`src/rtl/vmv_pkg.sv`:
```
// Package for the vector median-of-three voter: value type, codes and lane count.
`default_nettype none
package vmv_pkg;

  // Width of one component value (signed Q16.16)
  localparam int unsigned VALUE_W = 32;
  // Components per vector, one voting lane each
  localparam int unsigned NUM_LANES = 3;

  typedef logic signed [VALUE_W-1:0] value_t;
  typedef logic [NUM_LANES-1:0]      valid_t;

  // Infinity codes: most negative and most positive values
  localparam value_t NEG_INF = {1'b1, {(VALUE_W-1){1'b0}}};
  localparam value_t POS_INF = {1'b0, {(VALUE_W-1){1'b1}}};
  localparam value_t ZERO    = '0;

  // Which sources are valid for one component: bit0 a, bit1 b, bit2 c
  localparam logic [2:0] SEL_NONE = 3'b000;
  localparam logic [2:0] SEL_A    = 3'b001;
  localparam logic [2:0] SEL_B    = 3'b010;
  localparam logic [2:0] SEL_AB   = 3'b011;
  localparam logic [2:0] SEL_C    = 3'b100;
  localparam logic [2:0] SEL_AC   = 3'b101;
  localparam logic [2:0] SEL_BC   = 3'b110;
  localparam logic [2:0] SEL_ABC  = 3'b111;

endpackage
`default_nettype wire

```
`src/rtl/vmv_if.sv`:
```
// Handshake interfaces for the voter: input item of three vectors, output voted vector.
`default_nettype none
interface vmv_in_if;
  logic          valid;
  logic          ready;
  vmv_pkg::value_t a_x, a_y, a_z;
  vmv_pkg::value_t b_x, b_y, b_z;
  vmv_pkg::value_t c_x, c_y, c_z;
  vmv_pkg::valid_t a_valid, b_valid, c_valid;

  modport source (
    output valid, a_x, a_y, a_z, b_x, b_y, b_z, c_x, c_y, c_z,
           a_valid, b_valid, c_valid,
    input  ready
  );
  modport sink (
    input  valid, a_x, a_y, a_z, b_x, b_y, b_z, c_x, c_y, c_z,
           a_valid, b_valid, c_valid,
    output ready
  );
endinterface

interface vmv_out_if;
  logic          valid;
  logic          ready;
  vmv_pkg::value_t m_x, m_y, m_z;

  modport source (output valid, m_x, m_y, m_z, input ready);
  modport sink   (input valid, m_x, m_y, m_z, output ready);
endinterface
`default_nettype wire

```
`src/rtl/vmv_lane.sv`:
```
// One voting lane: median, mean or pass-through of one component from three sources, or zero if none is valid.
`default_nettype none
module vmv_lane (
  input  vmv_pkg::value_t a,
  input  vmv_pkg::value_t b,
  input  vmv_pkg::value_t c,
  input  logic [2:0]      sel,
  output vmv_pkg::value_t res
);

  logic            ab_lt, bc_lt, ac_lt;
  vmv_pkg::value_t med;
  vmv_pkg::value_t p, q;
  logic            p_inf, q_inf;
  logic signed [vmv_pkg::VALUE_W:0] sum;
  vmv_pkg::value_t mean;
  vmv_pkg::value_t pair;

  // Median of three: three signed compares in parallel
  assign ab_lt = (a < b);
  assign bc_lt = (b < c);
  assign ac_lt = (a < c);

  always_comb begin
    if (ab_lt) begin
      if (bc_lt)      med = b;
      else if (ac_lt) med = c;
      else            med = a;
    end else begin
      if (ac_lt)      med = a;
      else if (bc_lt) med = c;
      else            med = b;
    end
  end

  // Pick the two valid operands for the two-source case
  always_comb begin
    case (sel)
      vmv_pkg::SEL_AB: begin p = a; q = b; end
      vmv_pkg::SEL_AC: begin p = a; q = c; end
      default:         begin p = b; q = c; end
    endcase
  end

  assign p_inf = (p == vmv_pkg::NEG_INF) || (p == vmv_pkg::POS_INF);
  assign q_inf = (q == vmv_pkg::NEG_INF) || (q == vmv_pkg::POS_INF);

  // Floor mean through one extra bit, arithmetic shift drops the half
  assign sum  = {p[vmv_pkg::VALUE_W-1], p} + {q[vmv_pkg::VALUE_W-1], q};
  assign mean = sum[vmv_pkg::VALUE_W:1];

  // Infinities win over the mean; opposite infinities cancel to zero
  always_comb begin
    if (p_inf && q_inf) pair = (p == q) ? p : vmv_pkg::ZERO;
    else if (p_inf)     pair = p;
    else if (q_inf)     pair = q;
    else                pair = mean;
  end

  // Select by the number of valid sources
  always_comb begin
    case (sel)
      vmv_pkg::SEL_ABC: res = med;
      vmv_pkg::SEL_AB,
      vmv_pkg::SEL_AC,
      vmv_pkg::SEL_BC:  res = pair;
      vmv_pkg::SEL_A:   res = a;
      vmv_pkg::SEL_B:   res = b;
      vmv_pkg::SEL_C:   res = c;
      default:          res = vmv_pkg::ZERO;
    endcase
  end

endmodule
`default_nettype wire

```
`src/rtl/vmv_merge.sv`:
```
// Merge stage: collects the lane results into one output item register.
`default_nettype none
module vmv_merge (
  input  logic              clk,
  input  logic              rst,
  input  logic              in_valid,
  output logic              in_ready,
  input  vmv_pkg::value_t   lane_res [vmv_pkg::NUM_LANES],
  vmv_out_if.source         voted
);

  logic            out_valid;
  vmv_pkg::value_t m_x, m_y, m_z;

  // Load whenever the register is empty or being drained this cycle
  assign in_ready = !out_valid || voted.ready;

  always_ff @(posedge clk) begin
    if (rst) begin
      out_valid <= 1'b0;
    end else if (in_ready) begin
      out_valid <= in_valid;
    end
  end

  always_ff @(posedge clk) begin
    if (in_ready && in_valid) begin
      m_x <= lane_res[0];
      m_y <= lane_res[1];
      m_z <= lane_res[2];
    end
  end

  assign voted.valid = out_valid;
  assign voted.m_x   = m_x;
  assign voted.m_y   = m_y;
  assign voted.m_z   = m_z;

endmodule
`default_nettype wire

```
`src/rtl/vector_median_of_three_voter_unit.sv`:
```
// Top level of the vector median-of-three voter: three lanes and the merge stage.
`default_nettype none
// Votes three redundant x/y/z vectors one component at a time. Each component
// is signed Q16.16; the most negative and most positive codes mean -inf and
// +inf, and a clear valid bit marks a NaN. Three valid values give the median,
// two give the floor mean (a lone infinity passes, opposite infinities give
// 0), one gives itself, none gives 0. The result appears on the output in the
// cycle after acceptance; one item is accepted every cycle while the receiver
// takes results, since the three component lanes run in parallel and feed a
// single output register that reloads while its current result is being taken.
module vector_median_of_three_voter_unit (
  input  logic      clk,
  input  logic      rst,
  vmv_in_if.sink    samples,
  vmv_out_if.source voted
);

  vmv_pkg::value_t a_v [vmv_pkg::NUM_LANES];
  vmv_pkg::value_t b_v [vmv_pkg::NUM_LANES];
  vmv_pkg::value_t c_v [vmv_pkg::NUM_LANES];
  vmv_pkg::value_t lane_res [vmv_pkg::NUM_LANES];
  logic            in_ready;

  // Spread the item's components over the lanes
  assign a_v[0] = samples.a_x;
  assign a_v[1] = samples.a_y;
  assign a_v[2] = samples.a_z;
  assign b_v[0] = samples.b_x;
  assign b_v[1] = samples.b_y;
  assign b_v[2] = samples.b_z;
  assign c_v[0] = samples.c_x;
  assign c_v[1] = samples.c_y;
  assign c_v[2] = samples.c_z;

  for (genvar k = 0; k < vmv_pkg::NUM_LANES; k++) begin : g_lane
    vmv_lane u_lane (
      .a   (a_v[k]),
      .b   (b_v[k]),
      .c   (c_v[k]),
      .sel ({samples.c_valid[k], samples.b_valid[k], samples.a_valid[k]}),
      .res (lane_res[k])
    );
  end

  vmv_merge u_merge (
    .clk      (clk),
    .rst      (rst),
    .in_valid (samples.valid),
    .in_ready (in_ready),
    .lane_res (lane_res),
    .voted    (voted)
  );

  assign samples.ready = in_ready;

`ifndef NO_ASSERTIONS
  // An accepted item always shows up at the output the next cycle
  assert property (@(posedge clk) disable iff (rst)
    samples.valid && samples.ready |=> voted.valid)
    else $error("accepted item not presented");

  // Unanimous valid x values vote to that value
  assert property (@(posedge clk) disable iff (rst)
    samples.valid && samples.ready && samples.a_valid[0] && samples.b_valid[0]
      && samples.c_valid[0] && samples.a_x == samples.b_x && samples.b_x == samples.c_x
    |=> voted.m_x == $past(samples.a_x))
    else $error("unanimous x vote differs");

  // No valid y source gives zero
  assert property (@(posedge clk) disable iff (rst)
    samples.valid && samples.ready && !samples.a_valid[1] && !samples.b_valid[1]
      && !samples.c_valid[1]
    |=> voted.m_y == vmv_pkg::ZERO)
    else $error("all-NaN y not zero");

  // Reset empties the output register
  assert property (@(posedge clk) rst |=> !voted.valid)
    else $error("output valid after reset");
`endif

endmodule
`default_nettype wire

```
`src/flat_wrapper.sv`:
```
// flat-port wrapper written by rule: the top's interface ports become plain ports
module vector_median_of_three_voter_unit_flat 
  (clk, rst, samples_valid, samples_a_x, samples_a_y, samples_a_z, samples_b_x, samples_b_y, samples_b_z, samples_c_x, samples_c_y, samples_c_z, samples_a_valid, samples_b_valid, samples_c_valid, samples_ready, voted_valid, voted_m_x, voted_m_y, voted_m_z, voted_ready);
  vmv_in_if samples_i ();
  vmv_out_if voted_i ();
  input  logic clk;
  input  logic rst;
  input wire logic [$bits(samples_i.valid)-1:0] samples_valid;
  input wire logic [$bits(samples_i.a_x)-1:0] samples_a_x;
  input wire logic [$bits(samples_i.a_y)-1:0] samples_a_y;
  input wire logic [$bits(samples_i.a_z)-1:0] samples_a_z;
  input wire logic [$bits(samples_i.b_x)-1:0] samples_b_x;
  input wire logic [$bits(samples_i.b_y)-1:0] samples_b_y;
  input wire logic [$bits(samples_i.b_z)-1:0] samples_b_z;
  input wire logic [$bits(samples_i.c_x)-1:0] samples_c_x;
  input wire logic [$bits(samples_i.c_y)-1:0] samples_c_y;
  input wire logic [$bits(samples_i.c_z)-1:0] samples_c_z;
  input wire logic [$bits(samples_i.a_valid)-1:0] samples_a_valid;
  input wire logic [$bits(samples_i.b_valid)-1:0] samples_b_valid;
  input wire logic [$bits(samples_i.c_valid)-1:0] samples_c_valid;
  output wire logic [$bits(samples_i.ready)-1:0] samples_ready;
  output wire logic [$bits(voted_i.valid)-1:0] voted_valid;
  output wire logic [$bits(voted_i.m_x)-1:0] voted_m_x;
  output wire logic [$bits(voted_i.m_y)-1:0] voted_m_y;
  output wire logic [$bits(voted_i.m_z)-1:0] voted_m_z;
  input wire logic [$bits(voted_i.ready)-1:0] voted_ready;
  assign samples_i.valid = samples_valid;
  assign samples_i.a_x = samples_a_x;
  assign samples_i.a_y = samples_a_y;
  assign samples_i.a_z = samples_a_z;
  assign samples_i.b_x = samples_b_x;
  assign samples_i.b_y = samples_b_y;
  assign samples_i.b_z = samples_b_z;
  assign samples_i.c_x = samples_c_x;
  assign samples_i.c_y = samples_c_y;
  assign samples_i.c_z = samples_c_z;
  assign samples_i.a_valid = samples_a_valid;
  assign samples_i.b_valid = samples_b_valid;
  assign samples_i.c_valid = samples_c_valid;
  assign samples_ready = samples_i.ready;
  assign voted_valid = voted_i.valid;
  assign voted_m_x = voted_i.m_x;
  assign voted_m_y = voted_i.m_y;
  assign voted_m_z = voted_i.m_z;
  assign voted_i.ready = voted_ready;
  vector_median_of_three_voter_unit u_core (.clk(clk), .rst(rst), .samples(samples_i), .voted(voted_i));
endmodule
```
`config.mk`:
```
export PLATFORM = sky130hd
export DESIGN_NAME = vector_median_of_three_voter_unit_flat
export DESIGN_NICKNAME = d
export VERILOG_FILES = /design/src/rtl/vmv_pkg.sv /design/src/rtl/vmv_if.sv /design/src/rtl/vmv_lane.sv /design/src/rtl/vmv_merge.sv /design/src/rtl/vector_median_of_three_voter_unit.sv /design/src/flat_wrapper.sv
export SDC_FILE = /design/constraint.sdc
export NUM_CORES = 2
export LEC_CHECK = 0
export BUFFER_PORTS_ARGS = -buffer_cell sky130_fd_sc_hd__buf_2
export CORE_MARGIN = 5
export CORE_UTILIZATION = 35
export CTS_CLUSTER_SIZE = 8
export DETAILED_ROUTE_END_ITERATION = 8
export PLACE_DENSITY = 0.55
export SLEW_MARGIN = 10
export SYNTH_ARGS = -nofsm -noshare
export SYNTH_HDL_FRONTEND = slang
export SYNTH_SLANG_ARGS = --single-unit
```
`constraint.sdc`:
```
create_clock -name clk -period 6.6 [get_ports clk]
set_input_delay 1.98 -clock clk [delete_from_list [all_inputs] [get_ports clk]]
set_output_delay 1.98 -clock clk [all_outputs]
set_load 0.005 [all_outputs]
```
# Word level (Yosys, flattened, before mapping)
# Index checks and enable logic that the tools add are counted.
dict set report word_totals {
  regBits 97
  latchBits 0
  ramBits 0
  rom_bits 0
  inputBits 301
  out_inout_bits 98
  elab_cells 106
  mem_count 0
}
dict set report op_classes {
  n_addsub 3
  multipliers 0
  n_div 0
  n_lt_le_gt_ge 9
  eq_ne 36
  shift 0
  muxes 36
  n_bitwise 0
  n_reduce_logical 18
}
# op count
set ops {}
lappend ops {{32-bit two-way mux} 33}
lappend ops {{32-bit one-hot mux with 5 select lines} 3}
lappend ops {{32-bit == test, second input constant} 12}
lappend ops {{32-bit < comparator} 9}
lappend ops {{32-bit by 32-bit adder with 33-bit output} 3}
lappend ops {{32-bit == test} 3}
lappend ops {{3-bit == test, second input constant} 12}
lappend ops {{3-bit by 2-bit == test with 1-bit output, second input constant} 6}
lappend ops {{3-bit by 1-bit == test with 1-bit output, second input constant} 3}
lappend ops {{3-bit OR reduction} 3}
lappend ops {{1-bit logical OR} 7}
lappend ops {{2-bit OR reduction} 3}
lappend ops {{1-bit logical AND} 4}
lappend ops {{1-bit zero test} 1}

# Logic depth before layout (Yosys ltp)
dict set report logic_depth {
  word_depth 8
  mapped_depth 21
  ltp_nobuf 16
}

# By module
# From an unflattened synthesis, not the netlist that was laid out.
dict set report hier_totals {
  cells_unflattened 4068
  hier_area_um2 28267.1
}
# module instances cells_each area_per_inst_um2 seq_area_each_um2
set modules_own_cells {}
lappend modules_own_cells {{vmv_lane (u_core.g_lane[2].u_lane)} 1 1405 8795.9 0.0}
lappend modules_own_cells {{vmv_lane (u_core.g_lane[0].u_lane)} 1 1306 8389.3 0.0}
lappend modules_own_cells {{vmv_lane (u_core.g_lane[1].u_lane)} 1 1256 8144.1 0.0}
lappend modules_own_cells {vmv_merge 1 101 2937.8 2902.8}

# Worst setup path before layout
# Ideal clock, no wire load.
dict set report synth_timing {
  kind {in2reg}
  start {input port samples_b_valid[0]}
  end {register u_core.u_merge.m_x[26] (netlist: u_core.u_merge.voted.m_x[26]) (data pin)}
  arrival_time_ns 5.872
  required_time_ns 6.344
  path_slack_ns 0.472
  cell_stages 18
  path_cell_list {buf_2 xnor2_1 nor2_2 clkbuf_1 clkbuf_1 clkbuf_1 o21ai_0 ha_1 a21o_1 a41o_1 a221o_1 a2111o_1 a21oi_1 o21ai_1 o2111ai_1 and2_1 xnor2_1 a31o_2}
}
dict set report synth_between {
  elab_chain_cells 8
}
# item line_no
set synth_lines {}
lappend synth_lines {{from (decl)} flat_wrapper.sv:19} ;# input wire logic [$bits(samples_i.b_valid)-1:0] samples_b_valid;
lappend synth_lines {{3-bit by 2-bit == test with 1-bit output or 3-bit == test (tied branches)} {vmv_lane.sv:38, vmv_lane.sv:62}}
lappend synth_lines {{2-bit OR reduction (no source line) or 32-bit two-way mux (tied branches)} --}
lappend synth_lines {{32-bit two-way mux or 32-bit == test (tied branches)} {vmv_lane.sv:38, vmv_lane.sv:46}}
lappend synth_lines {{32-bit by 32-bit adder with 33-bit output, or another cell as far along} vmv_lane.sv:49} ;# assign sum = {p[vmv_pkg::VALUE_W-1], p} + {q[vmv_pkg::VALUE_W-1], q};
lappend synth_lines {{32-bit two-way mux or 1-bit logical OR (tied branches)} {vmv_lane.sv:56, vmv_lane.sv:45}}
lappend synth_lines {{32-bit two-way mux or 1-bit logical AND (tied branches)} {vmv_lane.sv:55, vmv_lane.sv:54}}
lappend synth_lines {{32-bit two-way mux} vmv_lane.sv:54} ;# if (p_inf && q_inf) pair = (p == q) ? p : vmv_pkg::ZERO;
lappend synth_lines {{32-bit one-hot mux with 5 select lines *} vmv_lane.sv:62} ;# case (sel)
lappend synth_lines {{via u_core.g_lane[0].u_lane.res[26]} vmv_lane.sv:8} ;# output vmv_pkg::value_t res
lappend synth_lines {{to (signal assigned)} vmv_merge.sv:28} ;# m_x <= lane_res[0];
lappend synth_lines {{to (decl)} vmv_merge.sv:13} ;# vmv_pkg::value_t m_x, m_y, m_z;
# The timed path passes the listed nets; every way through them passes the cells marked *.
# A chain may end at the register's enable or synchronous reset.

# Worst setup path after layout
dict set report layout_timing {
  start {input port samples_c_valid[1]}
  end {register u_core.u_merge.m_y[22] (netlist: u_core.u_merge.voted.m_y[22]) (data pin)}
}
dict set report layout_between {
  elab_chain_cells 8
}
# item line_no
set layout_lines {}
lappend layout_lines {{from (decl)} flat_wrapper.sv:20} ;# input wire logic [$bits(samples_i.c_valid)-1:0] samples_c_valid;
lappend layout_lines {{3-bit by 2-bit == test with 1-bit output or 3-bit == test (tied branches)} {vmv_lane.sv:38, vmv_lane.sv:62}}
lappend layout_lines {{2-bit OR reduction (no source line) or 32-bit two-way mux (tied branches)} --}
lappend layout_lines {{32-bit two-way mux or 32-bit == test (tied branches)} {vmv_lane.sv:38, vmv_lane.sv:46}}
lappend layout_lines {{32-bit by 32-bit adder with 33-bit output, or another cell as far along} vmv_lane.sv:49}
lappend layout_lines {{32-bit two-way mux or 1-bit logical OR (tied branches)} {vmv_lane.sv:56, vmv_lane.sv:45}}
lappend layout_lines {{32-bit two-way mux or 1-bit logical AND (tied branches)} {vmv_lane.sv:55, vmv_lane.sv:54}}
lappend layout_lines {{32-bit two-way mux} vmv_lane.sv:54}
lappend layout_lines {{32-bit one-hot mux with 5 select lines *} vmv_lane.sv:62}
lappend layout_lines {{via u_core.g_lane[1].u_lane.res[22]} vmv_lane.sv:8}
lappend layout_lines {{to (signal assigned)} vmv_merge.sv:29} ;# m_y <= lane_res[1];
lappend layout_lines {{to (decl)} vmv_merge.sv:13}
# Marked as above.

==> results.sh <==
export IMPL_status="finished, violations left"
export IMPL_violations="DRC"
export IMPL_antenna_left=0
export IMPL_n_antenna_cell=0
export IMPL_cp_cell_sequence="buf_2, nand3b_1, buf_4, buf_4, mux2i_1, inv_1, ha_1, a2111oi_0, o21ai_1, nor2_1, o32a_1, o2111ai_1, a41oi_1, xor2_1, nor2_1, or4_1"
export IMPL_p_per_area_nw_per_um2=151.0
export IMPL_antenna_found_initial=4
export IMPL_hold_violations=0
export IMPL_finalNonFillerCells=5088
export IMPL_die_h_um=285.3
export IMPL_r2r_end="u_core.u_merge.voted.m_x[30]"
export IMPL_worstSetupEndpointType="flop"
export IMPL_yosysSeqAreaShare_pct=10.94
export IMPL_yosysUniqueCellTypes=93
export IMPL_crit_buf_inv=4
export IMPL_synth_nets=4470
export IMPL_netlist_instances=3794
export IMPL_ys_top_cells_by_count="ha_1 (375), nand2_1 (374), o21ai_0 (356)"
export IMPL_nFillCells=8219
export IMPL_drt_iter0_markers=3857
export IMPL_post_cts_buffers=0
export IMPL_rows=101
export IMPL_fin_nets=4781
export IMPL_clk_pin_slew_ns=0.10
export IMPL_drc=1
export IMPL_cpPeakStageDelay_ns=0.53
export IMPL_synth_warning_count=0
export IMPL_die_w_um=285.3
export IMPL_fin_skew_ns=0.02522
export IMPL_crit_type="in2reg"
export IMPL_hold_start="u_core.u_merge.voted.valid"
export IMPL_synthFlopType="edfxtp_1"
export IMPL_core_area_um2=75570
export IMPL_setup_tns_ns=0
export IMPL_dp_cells=5072
export IMPL_cts_tree="built"
export IMPL_tightest_slew_ns=1.373
export IMPL_dp_hpwl_um=107900
export IMPL_vias=32359
export IMPL_grt_util_all_layers_pct=30.89
export IMPL_crit_slowest_cell="a41oi_1"
export IMPL_port_buffers=398
export IMPL_syn_area_per_cell_um2=6.992
export IMPL_drv_cap=0
export IMPL_finalWorstPathRequiredPeriod_ns=5.989
export IMPL_netlist_area_um2=26530
export IMPL_syn_to_final_growth_pct=13.74
export IMPL_setup_slack_ns=0.6108
export IMPL_synth_top_area_share_pct=17.69
export IMPL_cp_max_fo=10
export IMPL_ys_ff_latch=97
export IMPL_cts_max_path_buffers=2
export IMPL_start_util_pct=35.10
export IMPL_synth_top_cell_by_area="ha_1"
export IMPL_post_drt_wl_per_cell_um=26.22
export IMPL_routed_wl_um=133400
export IMPL_cts_resized_gates=0
export IMPL_grt_overflow=0
export IMPL_insertion_delay_ns=0.41
export IMPL_synth_area_leaders="ha_1 (18%), edfxtp_1 (11%), o21ai_0 (6.7%), nand2_1 (5.3%), a21oi_1 (5.2%)"
export IMPL_cts_root_buf="clkbuf_16"
export IMPL_r2r_slack_ns=4.26
export IMPL_first_global_vias=30475
export IMPL_grt_max_degree=67
export IMPL_max_slew_margin_rel_pct=8.127
export IMPL_finalSetupViolCount=0
export IMPL_min_path_cells=2
export IMPL_synthArstFlopShare_pct=0
export IMPL_cts_made_buffers=9
export IMPL_drv_slew=0
export IMPL_cts_sinks=97
export IMPL_ir_drop_uv=129.9
export IMPL_crit_arrival_ns=6.14
export IMPL_fin_area_um2=30170
export IMPL_post_route_period_util_pct=90.75
export IMPL_routed_via_density=6.360
export IMPL_p_leak_uw=0.01405
export IMPL_cts_hold_buf=0
export IMPL_cpLargestDelayFamily="compound AO/OA/AOI/OAI gates"
export IMPL_drive_gt1_share_pct=15.06
export IMPL_drt_pass1_iterations=8
export IMPL_placed_cell_area_um2=29900
export IMPL_gp_congestion=1.013
export IMPL_ios=399
export IMPL_cts_htree_levels=3
export IMPL_worst_ep_required_time_ns=6.75
export IMPL_critPathLaunchType="input pin"
export IMPL_synth_most_common_cell="ha_1"
export IMPL_rr_startpoint="u_core.u_merge.voted.valid"
export IMPL_hold_class="reg2reg"
export IMPL_pre_cts_ws_ns=0.3090
export IMPL_synth_edf_count=96
export IMPL_fmax_ghz=0.1670
export IMPL_rsz0062_at_grt="false"
export IMPL_hold_end="u_core.u_merge.voted.valid"
export IMPL_die_area_um2=81400
export IMPL_r2r_cells=3
export IMPL_grt_pass1_wl_um=195900
-- power by group --
part / total (uW) / switching, uW / internal, uW
clock network: 583 / 324 / 260
logic: 3130 / 2000 / 1130
registers: 839 / 38.0 / 801
-- layout by cell type, fill, tap and decap left out, types with 11 or more instances in the layout --
cell type / Yosys / layout
xor2_1: 50 / 50
a22oi_1: 98 / 98
a22o_1: 11 / 11
o21a_1: 20 / 20
nor2_1: 278 / 277
nand4_1: 150 / 150
mux2i_1: 92 / 89
edfxtp_1: 96 / 96
a221oi_1: 33 / 33
a211oi_1: 59 / 59
o22ai_1: 83 / 83
nand2b_1: 33 / 33
o21bai_1: 12 / 12
nand2_1: 374 / 374
inv_1: 291 / 291
o31ai_1: 13 / 12
xnor2_1: 54 / 53
nor4_1: 89 / 88
a21oi_1: 274 / 273
nor2b_1: 34 / 30
nand3_1: 102 / 102
buf_4: 7 / 125
and2_1: 24 / 23
buf_2: 18 / 398
a21o_1: 108 / 108
or3_1: 23 / 23
mux2_2: 16 / 16
o311a_1: 11 / 11
o21ai_1: 21 / 20
o21ai_0: 356 / 356
or4_1: 13 / 13
ha_1: 375 / 375
a31oi_1: 22 / 22
nor3_1: 51 / 48
o2111ai_1: 12 / 12
a2111oi_0: 17 / 17
o211ai_1: 67 / 67
a21boi_0: 11 / 11
and3_1: 23 / 23
-- sequential cells by signal (all words and copies together) (netlist names) --
| name | flops |
|---|---|
| u_core.u_merge.voted.valid | 1 |
| u_core.u_merge.voted.m_y | 32 |
| u_core.u_merge.voted.m_x | 32 |
| u_core.u_merge.voted.m_z | 32 |
-- metal layers --
metal	share of wire [%]	GRT usage, %
met1	42	41.86
met2	44	48.98
met3	9.3	5.412
met4	4.3	11.95
met5	0.039	0
-- metrics by stage --
| step | power [uW] | utilization (%) | hold WS (ns) |
|---|---|---|---|
| after global placement | 3903 | 39.56 | 0.5099 |
| after CTS | 4496 | 39.93 | 0.5297 |
| after detailed placement | 3888 | 39.56 | 0.5102 |
| final | 4556 | 39.93 | 0.5271 |
| after floorplan | 2710 | - | 0.5225 |
| after global routing | 4843 | 39.93 | 0.5844 |
-- worst min-delay path, cell delays in order (launching register included) --
cell,delay [ns]
dfxtp_1,0.32
nand2b_1,0.10
a21oi_1,0.07
-- worst max-delay path by stage --
stage | start | endpoint | slack [ns] | cells after the start
after global placement | samples_c_valid[0] | u_core.u_merge.voted.m_x[30] | 0.30 | 15
after floorplan | samples_b_valid[0] | u_core.u_merge.voted.m_x[26] | 0.47 | 18
after detailed placement | samples_c_valid[0] | u_core.u_merge.voted.m_x[30] | 0.31 | 15
after global routing | samples_c_valid[0] | u_core.u_merge.voted.m_x[30] | 0.36 | 16
final | samples_c_valid[1] | u_core.u_merge.voted.m_y[22] | 0.61 | 16
after CTS | samples_c_valid[0] | u_core.u_merge.voted.m_x[30] | 0.72 | 15
-- area by class of cell --
type	instances	area (um^2)	share of cell area, %
multi-input cells	3179	21670	71.82
repair buffers	527	3010	9.978
flip-flops and latches	97	2903	9.621
well taps	978	1224	4.056
inverters	291	1092	3.620
clock buffers	11	232.7	0.7713
clock inverters	5	40.04	0.1327
-- cells by family (layout without fill, tap and decap cells) --
group / count (synthesis) / count (layout) / synth area share [%]
buf+inv: 518 / 834 / 7.726
xor+xnor: 107 / 107 / 3.703
simple gates: 1247 / 1247 / 23.03
compound gates: 1341 / 1341 / 32.68
flops: 97 / 97 / 10.94
fa+ha+maj: 375 / 375 / 17.69
mux: 109 / 109 / 4.236
(Power assumes the default switching activity.)
